## src/hdl/hsog_pkg.sv

```systemverilog
// Shared constants and types for the Hadamard sequency order generator.
// No dependencies; used by hsog_row_check and the top level.
package hsog_pkg;

	localparam int MAX_SIZE_LOG2 = 8;
	localparam int SIZE_W = 4;
	localparam logic [SIZE_W-1:0] SIZE_RESET = 4'd8;
	localparam int IDX_W = 8;
	localparam int SEQ_W = 9;
	localparam int POS_W = 16;

	typedef enum logic [0:0] {
		ST_IDLE,
		ST_SEARCH
	} state_t;

	typedef struct packed {
		logic hit;
		logic set_wrap;
	} chk_status_t;

endpackage

```

## src/hdl/hsog_row_check.sv

```systemverilog
// Row check unit: advances the walk past an exhausted row or key and tests
// one row against the current key. Depends on hsog_pkg.
module hsog_row_check #(
	parameter int MAX_SIZE_LOG2 = hsog_pkg::MAX_SIZE_LOG2
) (
	input  logic [MAX_SIZE_LOG2:0] row,
	input  logic [MAX_SIZE_LOG2:0] key,
	input  logic [MAX_SIZE_LOG2:0] n,
	input  logic [MAX_SIZE_LOG2:0] kmax,
	output logic [MAX_SIZE_LOG2:0] row_chk,
	output logic [MAX_SIZE_LOG2:0] key_chk,
	output logic [MAX_SIZE_LOG2:0] diff,
	output hsog_pkg::chk_status_t  status
);

	localparam int RW = MAX_SIZE_LOG2 + 1;

	logic [RW-1:0] gray;

	always_comb begin
		row_chk = row;
		key_chk = key;
		status.set_wrap = 1'b0;
		if (row >= n) begin
			row_chk = '0;
			key_chk = key + RW'(1);
		end
		if (key_chk > kmax) begin
			row_chk = '0;
			key_chk = '0;
			status.set_wrap = 1'b1;
		end
		gray = row_chk ^ (row_chk >> 1);
		diff = key_chk - gray;
		status.hit = (key_chk >= gray) && (diff < n);
	end

endmodule

```

## src/hdl/hadamard_sequency_order_generator_core.sv

```systemverilog
// Top level of the Hadamard sequency order generator: walk sequencer,
// size register and result register. Depends on hsog_pkg and hsog_row_check.
//
//  channel   direction  handshake            payload
//  in        input      in_valid/in_ready    restart
//  out       output     out_valid/out_ready  u_index v_index sequency position last
//  cfg       input      cfg_wr_en            cfg_wr_data (size_log2)
//
// An item is accepted in ST_IDLE; ST_SEARCH then tests rows with the shared
// row check unit until a hit is found that the result register can take.
// The result register takes a new result only when empty or being drained.
// Reset clears the walk and sets size_log2 to 8; no clearing pass.
module hadamard_sequency_order_generator_core #(
	parameter int MAX_SIZE_LOG2 = hsog_pkg::MAX_SIZE_LOG2
) (
	input  logic                          clk,
	input  logic                          arst_n,
	input  logic                          cfg_wr_en,
	input  logic [hsog_pkg::SIZE_W-1:0]   cfg_wr_data,
	input  logic                          in_valid,
	output logic                          in_ready,
	input  logic                          restart,
	output logic                          out_valid,
	input  logic                          out_ready,
	output logic [hsog_pkg::IDX_W-1:0]    u_index,
	output logic [hsog_pkg::IDX_W-1:0]    v_index,
	output logic [hsog_pkg::SEQ_W-1:0]    sequency,
	output logic [hsog_pkg::POS_W-1:0]    position,
	output logic                          last
);

	localparam int RW = MAX_SIZE_LOG2 + 1;
	localparam int LW = $clog2(MAX_SIZE_LOG2 + 1);
	localparam logic [LW-1:0] MAX_LG = LW'(MAX_SIZE_LOG2);
	localparam logic [hsog_pkg::SIZE_W-1:0] MAX_SZ = hsog_pkg::SIZE_W'(MAX_SIZE_LOG2);

	hsog_pkg::state_t state_q, state_d;
	logic [hsog_pkg::SIZE_W-1:0] size_q;
	logic [RW-1:0] key_q, row_q;
	logic [hsog_pkg::POS_W-1:0] cnt_q;
	logic out_valid_q;
	logic [hsog_pkg::IDX_W-1:0] u_q, v_q;
	logic [hsog_pkg::SEQ_W-1:0] seq_q;
	logic [hsog_pkg::POS_W-1:0] pos_q;
	logic last_q;

	logic [LW-1:0] lg;
	logic [RW-1:0] n, kmax;
	logic [RW-1:0] row_chk, key_chk, diff;
	hsog_pkg::chk_status_t status;
	logic [hsog_pkg::POS_W-1:0] cnt_chk;
	logic [RW-1:0] row_inc;
	logic [MAX_SIZE_LOG2-1:0] col, row_rev, col_rev;
	logic is_last, load_out, accept;

	assign lg = (size_q > MAX_SZ) ? MAX_LG : size_q[LW-1:0];
	assign n = RW'(1) << lg;
	assign kmax = (n - RW'(1)) << 1;

	hsog_row_check #(
		.MAX_SIZE_LOG2(MAX_SIZE_LOG2)
	) u_row_check (
		.row    (row_q),
		.key    (key_q),
		.n      (n),
		.kmax   (kmax),
		.row_chk(row_chk),
		.key_chk(key_chk),
		.diff   (diff),
		.status (status)
	);

	always_comb begin
		for (int i = 0; i < MAX_SIZE_LOG2; i++) begin
			col[i] = ^(diff[MAX_SIZE_LOG2-1:0] >> i);
		end
		for (int i = 0; i < MAX_SIZE_LOG2; i++) begin
			row_rev[i] = row_chk[MAX_SIZE_LOG2-1-i];
			col_rev[i] = col[MAX_SIZE_LOG2-1-i];
		end
		row_rev = row_rev >> (MAX_LG - lg);
		col_rev = col_rev >> (MAX_LG - lg);
	end

	assign cnt_chk = status.set_wrap ? '0 : cnt_q;
	assign row_inc = row_chk + RW'(1);
	assign is_last = (key_chk == kmax);
	assign accept = in_valid && in_ready;

	always_comb begin
		state_d = state_q;
		load_out = 1'b0;
		in_ready = 1'b0;
		unique case (state_q)
			hsog_pkg::ST_IDLE: begin
				in_ready = 1'b1;
				if (in_valid) begin
					state_d = hsog_pkg::ST_SEARCH;
				end
			end
			hsog_pkg::ST_SEARCH: begin
				if (status.hit && (!out_valid_q || out_ready)) begin
					load_out = 1'b1;
					state_d = hsog_pkg::ST_IDLE;
				end
			end
			default: state_d = hsog_pkg::ST_IDLE;
		endcase
	end

	always_ff @(posedge clk or negedge arst_n) begin
		if (!arst_n) begin
			state_q <= hsog_pkg::ST_IDLE;
			size_q <= hsog_pkg::SIZE_RESET;
			key_q <= '0;
			row_q <= '0;
			cnt_q <= '0;
			out_valid_q <= 1'b0;
		end else begin
			state_q <= state_d;
			if (cfg_wr_en) begin
				size_q <= cfg_wr_data;
			end
			if (accept && restart) begin
				key_q <= '0;
				row_q <= '0;
				cnt_q <= '0;
			end else if (state_q == hsog_pkg::ST_SEARCH) begin
				if (!status.hit) begin
					key_q <= key_chk;
					row_q <= row_inc;
					cnt_q <= cnt_chk;
				end else if (load_out) begin
					if (is_last) begin
						key_q <= '0;
						row_q <= '0;
						cnt_q <= '0;
					end else begin
						if (row_inc >= n) begin
							row_q <= '0;
							key_q <= key_chk + RW'(1);
						end else begin
							row_q <= row_inc;
							key_q <= key_chk;
						end
						cnt_q <= cnt_chk + hsog_pkg::POS_W'(1);
					end
				end
			end
			if (load_out) begin
				out_valid_q <= 1'b1;
			end else if (out_ready) begin
				out_valid_q <= 1'b0;
			end
		end
	end

	always_ff @(posedge clk) begin
		if (load_out) begin
			u_q <= hsog_pkg::IDX_W'(row_rev);
			v_q <= hsog_pkg::IDX_W'(col_rev);
			seq_q <= hsog_pkg::SEQ_W'(key_chk);
			pos_q <= cnt_chk;
			last_q <= is_last;
		end
	end

	assign out_valid = out_valid_q;
	assign u_index = u_q;
	assign v_index = v_q;
	assign sequency = seq_q;
	assign position = pos_q;
	assign last = last_q;

`ifndef SYNTHESIS
	a_busy_after_accept: assert property (@(posedge clk) disable iff (!arst_n)
		accept |=> !in_ready)
		else $error("item taken while previous item still searching");

	a_restart_clears: assert property (@(posedge clk) disable iff (!arst_n)
		accept && restart |=> key_q == '0 && row_q == '0 && cnt_q == '0)
		else $error("restart did not clear walk state");

	a_index_in_grid: assert property (@(posedge clk) disable iff (!arst_n)
		out_valid_q |-> (u_q >> lg) == '0 && (v_q >> lg) == '0)
		else $error("pattern index outside grid");
`endif

endmodule
```

## config.mk

```make
export PLATFORM = sky130hd
export DESIGN_NAME = hadamard_sequency_order_generator_core
export DESIGN_NICKNAME = d
export VERILOG_FILES = /design/src/hdl/hsog_pkg.sv /design/src/hdl/hsog_row_check.sv /design/src/hdl/hadamard_sequency_order_generator_core.sv
export SDC_FILE = /design/constraint.sdc
export NUM_CORES = 1
export LEC_CHECK = 0
export BUFFER_PORTS_ARGS = -buffer_cell sky130_fd_sc_hd__buf_2
export CELL_PAD_IN_SITES_DETAIL_PLACEMENT = 1
export CELL_PAD_IN_SITES_GLOBAL_PLACEMENT = 1
export CORE_MARGIN = 4
export CORE_UTILIZATION = 34
export DETAILED_ROUTE_END_ITERATION = 10
export PLACE_DENSITY_LB_ADDON = 0.12
export SLEW_MARGIN = 20
export SYNTH_ARGS = -nofsm -noshare
export SYNTH_HDL_FRONTEND = slang
export SYNTH_SLANG_ARGS = --single-unit
```

## constraint.sdc

```tcl
create_clock -name clk -period 19.3 [get_ports clk]
set_clock_uncertainty 0.2 [all_clocks]
set_input_delay 2.895 -clock clk [delete_from_list [all_inputs] [get_ports clk]]
set_output_delay 2.895 -clock clk [all_outputs]
set_load 0.02 [all_outputs]
```

==> flow_metrics.env, run 1 <==
export IMPL_status="complete, no violations"
export IMPL_cts_buffer_depth=2
export IMPL_reg2reg_setup_slack_ns=8.10
export IMPL_syn_area_per_cell_um2=9.637
export IMPL_tightest_slew_ns=0.9155
export IMPL_r2r_start="size_q[3]$_DFFE_PN1P_"
export IMPL_slowest_stage="nor2_1"
export IMPL_crit_top_cell="ha_1"
export IMPL_critical_path_class="reg -> reg"
export IMPL_timing_final_crit_share_pct=58.05
export IMPL_die_w_um=143.5
export IMPL_place_area_mm2=0.006684
export IMPL_hold_path_depth=1
export IMPL_track_usage_pct=18.24
export IMPL_cts_hold_buffers=0
export IMPL_grt_pass1_wl_um=29470
export IMPL_fmax_mhz=89.26
export IMPL_yosysWarningCount=0
export IMPL_synth_nets=718
export IMPL_drc=0
export IMPL_grt_overflow=0
export IMPL_cts_tree="built"
export IMPL_synth_seq_area_share_pct=36.25
export IMPL_multi_input_area_mm2=0.003700
export IMPL_hold_viol=0
export IMPL_synth_area_mm2=0.006245
export IMPL_fillers=2075
export IMPL_drt_pass1_iter_count=5
export IMPL_min_period_ns=11.20
export IMPL_pin_count=54
export IMPL_wl_per_cell_um=19.71
export IMPL_design_area_mm2=0.006982
export IMPL_tns_ns=0
export IMPL_first_global_vias=5246
export IMPL_diodes=0
export IMPL_die_h_um=143.5
export IMPL_cts_htree_levels=3
export IMPL_critPathMaxStageDelay_ns=0.69
export IMPL_drtAntennaViolNets=0
export IMPL_antenna_found_initial=0
export IMPL_gp_congestion=0.8743
export IMPL_rows=49
export IMPL_path_max_fanout=18
export IMPL_synth_cell_types=85
export IMPL_crit_path_start_kind="flip-flop"
export IMPL_drive_above_1_share_pct=15.30
export IMPL_synthArstFlopShare_pct=48.78
export IMPL_rr_worst_depth=37
export IMPL_seq_area_mm2=0.002263
export IMPL_routed_via_density=5.526
export IMPL_place_detailed_instances=906
export IMPL_synth_seq_cells=82
export IMPL_final_cells=922
export IMPL_finalSetupViolations=0
export IMPL_post_route_util_pct=38.73
export IMPL_cts_inserted_buffers=9
export IMPL_synth_ff_type="edfxtp_1"
export IMPL_port_buffers=53
export IMPL_crit_required_ns=19.34
export IMPL_worstPathArrival_ns=11.24
export IMPL_cp_endpoint="key_q[7]$_DFFE_PN0P_"
export IMPL_grt_max_degree=44
export IMPL_post_cts_setup_buffers=0
export IMPL_startpoint="size_q[3]$_DFFE_PN1P_"
export IMPL_slew_headroom_pct=38.74
export IMPL_fin_nets=758
export IMPL_drt_wl_total_um=18170
export IMPL_maxCapViolations=0
export IMPL_worstSetupEndpointType="flip-flop"
export IMPL_vias=5095
export IMPL_rsz0062_at_grt="false"
export IMPL_drtIter0Drc=337
export IMPL_clk_latency_ns=0.35
export IMPL_synth_cells=648
export IMPL_dp_hpwl_um=13870
export IMPL_clock_root_buffer="clkbuf_16"
export IMPL_die_area_mm2=0.02060
export IMPL_cts_repair_resized=0
export IMPL_syn2layout_area_growth_pct=11.80
export IMPL_start_util_pct=34.65
export IMPL_synth_edff_count=42
export IMPL_mostFrequentLayoutCell="nand2_1"
export IMPL_core_mm2=0.01802
export IMPL_clock_sinks=82
export IMPL_layout_common_cells="61 x nand2_1, 59 x ha_1, 52 x buf_2, 45 x nor2_1, 42 x edfxtp_1"
export IMPL_clkSlewWorstSetupHoldPaths_ns=0.07
export IMPL_rr_endpoint="key_q[7]$_DFFE_PN0P_"
export IMPL_slew_violations=0
export IMPL_hold_path_class="reg -> reg"
-- cells in the mapped netlist, drive strengths merged, types with 14 or more instances --
library cell	instances	area share [%]
xor2	18	2.6
nand3	18	1.4
nand2	61	3.7
and2	24	2.5
dfrtp	39	16
edfxtp	42	20
inv	38	2.3
ha	59	12
o21ai	32	2.6
nor2	47	2.9
a22o	26	3.6
xnor2	36	5.2
clkbuf	18	1.3
a21oi	27	2.2
nand4	14	1.6
-- through the flow --
step,hold slack (ns),setup WS (ns)
5_1_grt,0.3418,7.239
3_3_place_gp,0.2806,8.521
3_5_place_dp,0.3022,8.147
2_1_floorplan,0.2643,8.868
4_1_cts,0.3208,8.094
6_report,0.3166,8.097
-- how the worst min path moves through the flow --
stage	start	endpoint	slack, ns
global route	key_q[8]$_DFFE_PN0P_	key_q[8]$_DFFE_PN0P_	0.34
global placement	cnt_q[15]$_DFFE_PN0P_	cnt_q[15]$_DFFE_PN0P_	0.28
floorplan	cnt_q[15]$_DFFE_PN0P_	cnt_q[15]$_DFFE_PN0P_	0.26
CTS	key_q[8]$_DFFE_PN0P_	key_q[8]$_DFFE_PN0P_	0.32
detailed placement	key_q[8]$_DFFE_PN0P_	key_q[8]$_DFFE_PN0P_	0.30
finish	key_q[8]$_DFFE_PN0P_	key_q[8]$_DFFE_PN0P_	0.32
-- kinds of logic (layout without fill, tap and decap cells) --
logic type | Yosys count | after routing | synth area share [%]
and+or+nand+nor | 217 | 217 | 18.11
AOI/OAI and AO/OA | 157 | 157 | 18.81
DFF | 82 | 82 | 36.25
buffers and inverters | 66 | 111 | 4.628
adders and majority gates | 60 | 60 | 12.14
xor gates and xnor gates | 55 | 55 | 8.175
muxes | 11 | 11 | 1.883
-- state kept, by name, summed over array words and instances, names as in the netlist --
signal and count:
row_q 9, sequency 9, key_q 9, state_q 1
last 1, size_q 4, out_valid 1, v_index 8
cnt_q 16, position 16, u_index 8
-- routing by layer --
| metal | vias to the layer above | track usage, % | wire [um] |
|---|---|---|---|
| met4 | 0 | 5.451 | 323 |
| met1 | 2546 | 26.96 | 9361 |
| li1 | 2442 | - | - |
| met5 | - | 0 | 0 |
| met2 | 86 | 27.54 | 7947 |
| met3 | 21 | 2.762 | 538 |
-- worst max-delay path: cells and delay by family, from the launching register on --
| family | cells | cell delay (ns) |
|---|---|---|
| AO/OA/AOI/OAI | 12 | 3.37 |
| XOR/XNOR | 2 | 0.46 |
| adder cells (fa/ha/maj) | 7 | 2.01 |
| buffers and inverters | 4 | 0.85 |
| flip-flops | 1 | 0.62 |
| AND/OR/NAND/NOR | 12 | 3.55 |
-- layout make-up --
class	instances	area share [%]
clock buffers	11	3.333
clock inverters	5	0.8961
inverters	39	2.097
multi-input cells	500	52.99
flip-flops and latches	82	32.42
well taps	229	4.104
repair buffers	56	4.158
Power of run 1 is left out: the tool's default activity adds up to more than one toggle a clock period on the data nets, which glitch-free logic cannot reach.
==> inputs of run 2 (changes only) <==
==> constraint.sdc (replaced) <==
create_clock -name clk -period 9.3 [get_ports clk]
set_clock_uncertainty 0.2 [all_clocks]
set_input_delay 1.395 -clock clk [delete_from_list [all_inputs] [get_ports clk]]
set_output_delay 1.395 -clock clk [all_outputs]
set_load 0.02 [all_outputs]
==> flow_metrics.env, run 2 (synthesis gave the netlist of run 1 again) <==
export IMPL_drive_above_1_share_pct=25.52
export IMPL_fmax_mhz=111.3
export IMPL_status="complete, no violations"
export IMPL_drtIter0Drc=252
export IMPL_clock_root_buffer="clkbuf_16"
export IMPL_routed_via_density=5.433
export IMPL_tightest_slew_ns=0.9206
export IMPL_syn2layout_area_growth_pct=22.48
export IMPL_cts_inserted_buffers=9
export IMPL_worstPathArrival_ns=9.03
export IMPL_clock_sinks=82
export IMPL_r2r_start="size_q[3]$_DFFE_PN1P_"
export IMPL_wl_per_cell_um=19.72
export IMPL_die_h_um=143.5
export IMPL_die_w_um=143.5
export IMPL_gp_congestion=0.8793
export IMPL_clk_latency_ns=0.36
export IMPL_grt_pass1_wl_um=31300
export IMPL_core_mm2=0.01802
export IMPL_worstSetupEndpointType="flip-flop"
export IMPL_min_delay_start="cnt_q[15]$_DFFE_PN0P_"
export IMPL_cts_hold_buffers=0
export IMPL_fin_ws_ns=0.3153
export IMPL_first_global_vias=5595
export IMPL_cts_tree="built"
export IMPL_grt_max_degree=44
export IMPL_slew_headroom_pct=38.63
export IMPL_finalSetupViolations=0
export IMPL_dp_hpwl_um=15320
export IMPL_fin_nets=837
export IMPL_cts_buffer_depth=2
export IMPL_die_area_mm2=0.02060
export IMPL_antenna_found_initial=0
export IMPL_timing_final_crit_share_pct=96.61
export IMPL_layout_common_cells="80 x buf_4, 60 x nand2_1, 59 x ha_1, 52 x buf_2, 44 x nor2_1"
export IMPL_crit_top_cell="ha_1"
export IMPL_pin_count=54
export IMPL_clkSlewWorstSetupHoldPaths_ns=0.08
export IMPL_slowest_stage="dfstp_2"
export IMPL_startpoint="size_q[3]$_DFFE_PN1P_"
export IMPL_port_buffers=53
export IMPL_start_util_pct=34.65
export IMPL_drt_wl_total_um=19740
export IMPL_hold_path_class="reg -> reg"
export IMPL_drt_pass1_iter_count=4
export IMPL_mostFrequentLayoutCell="buf_4"
export IMPL_critPathMaxStageDelay_ns=0.58
export IMPL_cts_htree_levels=3
export IMPL_crit_required_ns=9.35
export IMPL_critical_path_class="reg -> reg"
export IMPL_track_usage_pct=19.61
export IMPL_grt_overflow=0
export IMPL_hold_viol=0
export IMPL_crit_path_start_kind="flip-flop"
export IMPL_fillers=2095
export IMPL_slew_violations=0
export IMPL_vias=5438
export IMPL_min_period_ns=8.985
export IMPL_drc=0
export IMPL_drtAntennaViolNets=0
export IMPL_rows=49
export IMPL_dp_slack_ns=0.3102
export IMPL_maxCapViolations=0
export IMPL_diodes=0
export IMPL_path_max_fanout=7
[run 2: changes by cell type in the layout (fill, tap and decap cells not counted), sizes merged]
cell / previous run / this run
bufinv: 1 / 0
inv: 39 / 43
buf: 56 / 135
clkinv: 2 / 1
clkbuf: 11 / 9
[run 2: final timing paths]
| kind | end | slack (ns) | cells past startpoint |
|---|---|---|---|
| max in group asynchronous | row_q[4]$_DFFE_PN0P_ | 7.64 | 1 |
| worst min register to register | cnt_q[15]$_DFFE_PN0P_ | 0.31 | 1 |
| worst min-delay path | cnt_q[15]$_DFFE_PN0P_ | 0.31 | 1 |
| worst max register to register | cnt_q[15]$_DFFE_PN0P_ | 0.32 | 38 |
| min in group asynchronous | cnt_q[10]$_DFFE_PN0P_ | 0.84 | 1 |
| worst max-delay path | cnt_q[15]$_DFFE_PN0P_ | 0.32 | 38 |
[run 2: what timing repair did]
action | in CTS | in global routing
setup endpoints to repair | 0 | 58
gates resized for setup | 0 | 11
buffers inserted | 0 | 3
[run 2: metrics by stage]
step	TNS, ns	instance area, um2	hold WS (ns)	utilization (%)	instances
detailed placement	0	7292	0.2874	40.46	982
floorplan	0	6255	0.2643	-	648
global route	-0.03914	7649	0.3338	42.43	1001
global placement	0	7292	0.2832	40.46	982
CTS	0	7584	0.3110	42.07	998
finish	0	7649	0.3109	42.43	1001
[run 2: cell type report]
| class | instances | area, um2 | share of cell area (%) |
|---|---|---|---|
| timing repair buffer | 135 | 920.9 | 12.04 |
| clock inverter | 7 | 66.31 | 0.8670 |
| tap | 229 | 286.5 | 3.746 |
| inverter | 39 | 146.4 | 1.914 |
| clock buffer | 9 | 225.2 | 2.945 |
| sequential | 82 | 2263 | 29.59 |
| multi-input combinational | 500 | 3740 | 48.90 |
[run 2: per-layer routing]
layer | global-route usage, % | vias to the layer above | wire (um)
met5 | 0 | - | 0
met4 | 5.500 | 0 | 432
met3 | 3.128 | 23 | 657
met2 | 30.99 | 103 | 8926
met1 | 27.90 | 2707 | 9720
li1 | - | 2605 | -
[run 2: worst max-delay path: cells and delay by family, from the launching register on]
family,cells,cell delay [ns]
AOI/OAI and AO/OA,9,2.18
xor gates and xnor gates,2,0.29
adders and majority gates,7,2.02
buffers and inverters,5,0.71
DFF,1,0.58
and+or+nand+nor,15,2.90
Power of run 2 is left out for the same reason.
==> inputs of run 3 (changes only) <==
--- a/config.mk
+++ b/config.mk
@@ -5,6 +5,7 @@
 export SDC_FILE = /design/constraint.sdc
 export NUM_CORES = 1
 export LEC_CHECK = 0
+export ABC_AREA = 0
 export BUFFER_PORTS_ARGS = -buffer_cell sky130_fd_sc_hd__buf_2
 export CELL_PAD_IN_SITES_DETAIL_PLACEMENT = 1
 export CELL_PAD_IN_SITES_GLOBAL_PLACEMENT = 1
==> constraint.sdc (replaced) <==
create_clock -name clk -period 9.8 [get_ports clk]
set_clock_uncertainty 0.2 [all_clocks]
set_input_delay 1.47 -clock clk [delete_from_list [all_inputs] [get_ports clk]]
set_output_delay 1.47 -clock clk [all_outputs]
set_load 0.02 [all_outputs]
==> flow_metrics.env, run 3 (synthesis gave the netlist of run 1 again) <==
export IMPL_track_usage_pct=19.29
export IMPL_antenna_found_initial=0
export IMPL_crit_path_start_kind="flip-flop"
export IMPL_drtAntennaViolNets=0
export IMPL_vias=5325
export IMPL_die_h_um=143.5
export IMPL_drtIter0Drc=299
export IMPL_grt_max_degree=44
export IMPL_clock_sinks=82
export IMPL_post_route_util_pct=40.87
export IMPL_crit_required_ns=9.84
export IMPL_cts_tree="built"
export IMPL_drt_pass1_iter_count=5
export IMPL_diodes=0
export IMPL_grt_overflow=0
export IMPL_port_buffers=53
export IMPL_maxCapViolations=0
export IMPL_design_area_mm2=0.007367
export IMPL_critical_path_class="reg -> reg"
export IMPL_multi_input_area_mm2=0.003717
export IMPL_slew_headroom_pct=34.45
export IMPL_syn2layout_area_growth_pct=17.97
export IMPL_worstPathArrival_ns=9.37
export IMPL_whs_ns=0.3087
export IMPL_finalSetupViolations=0
export IMPL_gp_congestion=0.9105
export IMPL_rows=49
export IMPL_dp_hpwl_um=14970
export IMPL_clk_latency_ns=0.36
export IMPL_die_area_mm2=0.02060
export IMPL_slew_violations=0
export IMPL_path_max_fanout=10
export IMPL_critPathMaxStageDelay_ns=0.63
export IMPL_timing_final_crit_share_pct=95.15
export IMPL_worstSetupEndpointType="flip-flop"
export IMPL_fillers=2086
export IMPL_first_global_vias=5537
export IMPL_clkSlewWorstSetupHoldPaths_ns=0.07
export IMPL_drt_wl_total_um=19440
export IMPL_tns_ns=0
export IMPL_drc=0
export IMPL_wl_per_cell_um=20.08
export IMPL_place_area_mm2=0.007044
export IMPL_start_util_pct=34.65
export IMPL_tightest_slew_ns=0.9833
export IMPL_status="complete, no violations"
export IMPL_crit_top_cell="ha_1"
export IMPL_die_w_um=143.5
export IMPL_clock_root_buffer="clkbuf_16"
export IMPL_hold_viol=0
export IMPL_hold_path_class="reg -> reg"
export IMPL_grt_pass1_wl_um=30800
export IMPL_fin_nets=804
export IMPL_cts_inserted_buffers=9
export IMPL_pin_count=54
export IMPL_drive_above_1_share_pct=21.24
export IMPL_slowest_stage="dfstp_2"
export IMPL_cts_buffer_depth=2
export IMPL_min_period_ns=9.325
export IMPL_routed_via_density=5.501
export IMPL_layout_common_cells="61 x nand2_1, 59 x ha_1, 52 x buf_2, 47 x buf_4, 44 x nor2_1"
export IMPL_cts_htree_levels=3
export IMPL_seq_area_mm2=0.002263
export IMPL_core_mm2=0.01802
export IMPL_mostFrequentLayoutCell="nand2_1"
export IMPL_fmax_mhz=107.2
-- run 3: stage by stage --
stage / std cells / setup slack, ns
2_1_floorplan: 648 / 0.06575
3_3_place_gp: 949 / 0.5218
3_5_place_dp: 949 / 0.3592
4_1_cts: 965 / 0.2510
5_1_grt: 968 / -0.02871
6_report: 968 / 0.4754
-- run 3: per-layer routing --
metal | wire length [um] | global-route usage, % | share of wire (%) | vias up
met5 | 0 | 0 | 0 | -
met4 | 324 | 5.649 | 1.7 | 0
met3 | 634 | 2.629 | 3.3 | 20
met2 | 9271 | 31.58 | 48 | 98
met1 | 9210 | 26.71 | 47 | 2672
li1 | - | - | - | 2535
-- run 3: worst paths after layout --
check                                   endpoint  cells past startpoint             startpoint  slack (ns)
setup / recovery           cnt_q[15]$_DFFE_PN0P_                     35  size_q[3]$_DFFE_PN1P_        0.48
hold / removal             cnt_q[15]$_DFFE_PN0P_                      1  cnt_q[15]$_DFFE_PN0P_        0.31
setup reg to reg           cnt_q[15]$_DFFE_PN0P_                     35  size_q[3]$_DFFE_PN1P_        0.48
hold reg to reg            cnt_q[15]$_DFFE_PN0P_                      1  cnt_q[15]$_DFFE_PN0P_        0.31
max in group asynchronous  out_valid$_DFFE_PN0P_                      1                 arst_n        8.09
min in group asynchronous  cnt_q[10]$_DFFE_PN0P_                      1                 arst_n        0.91
-- run 3: final cells by class --
cell class / count / area share (%)
multi-input combinational: 500 / 50.46
sequential: 82 / 30.72
timing repair buffer: 102 / 9.137
tap: 229 / 3.889
clock buffer: 10 / 3.108
inverter: 39 / 1.987
clock inverter: 6 / 0.6963
-- run 3: critical path: cells and delay by family, from the launching register on --
family | cells | cell delay (ns)
AO/OA/AOI/OAI | 13 | 3.16
adder cells (fa/ha/maj) | 8 | 2.29
flip-flops | 1 | 0.63
XOR/XNOR | 3 | 0.66
AND/OR/NAND/NOR | 10 | 2.16
buffers and inverters | 1 | 0.11
-- run 3: repair_timing --
action,in CTS,in global routing
gates resized for setup,0,5
endpoints found under the setup margin,0,49
setup buffers,0,3
hold buffers,0,0
Power of run 3 is left out for the same reason.
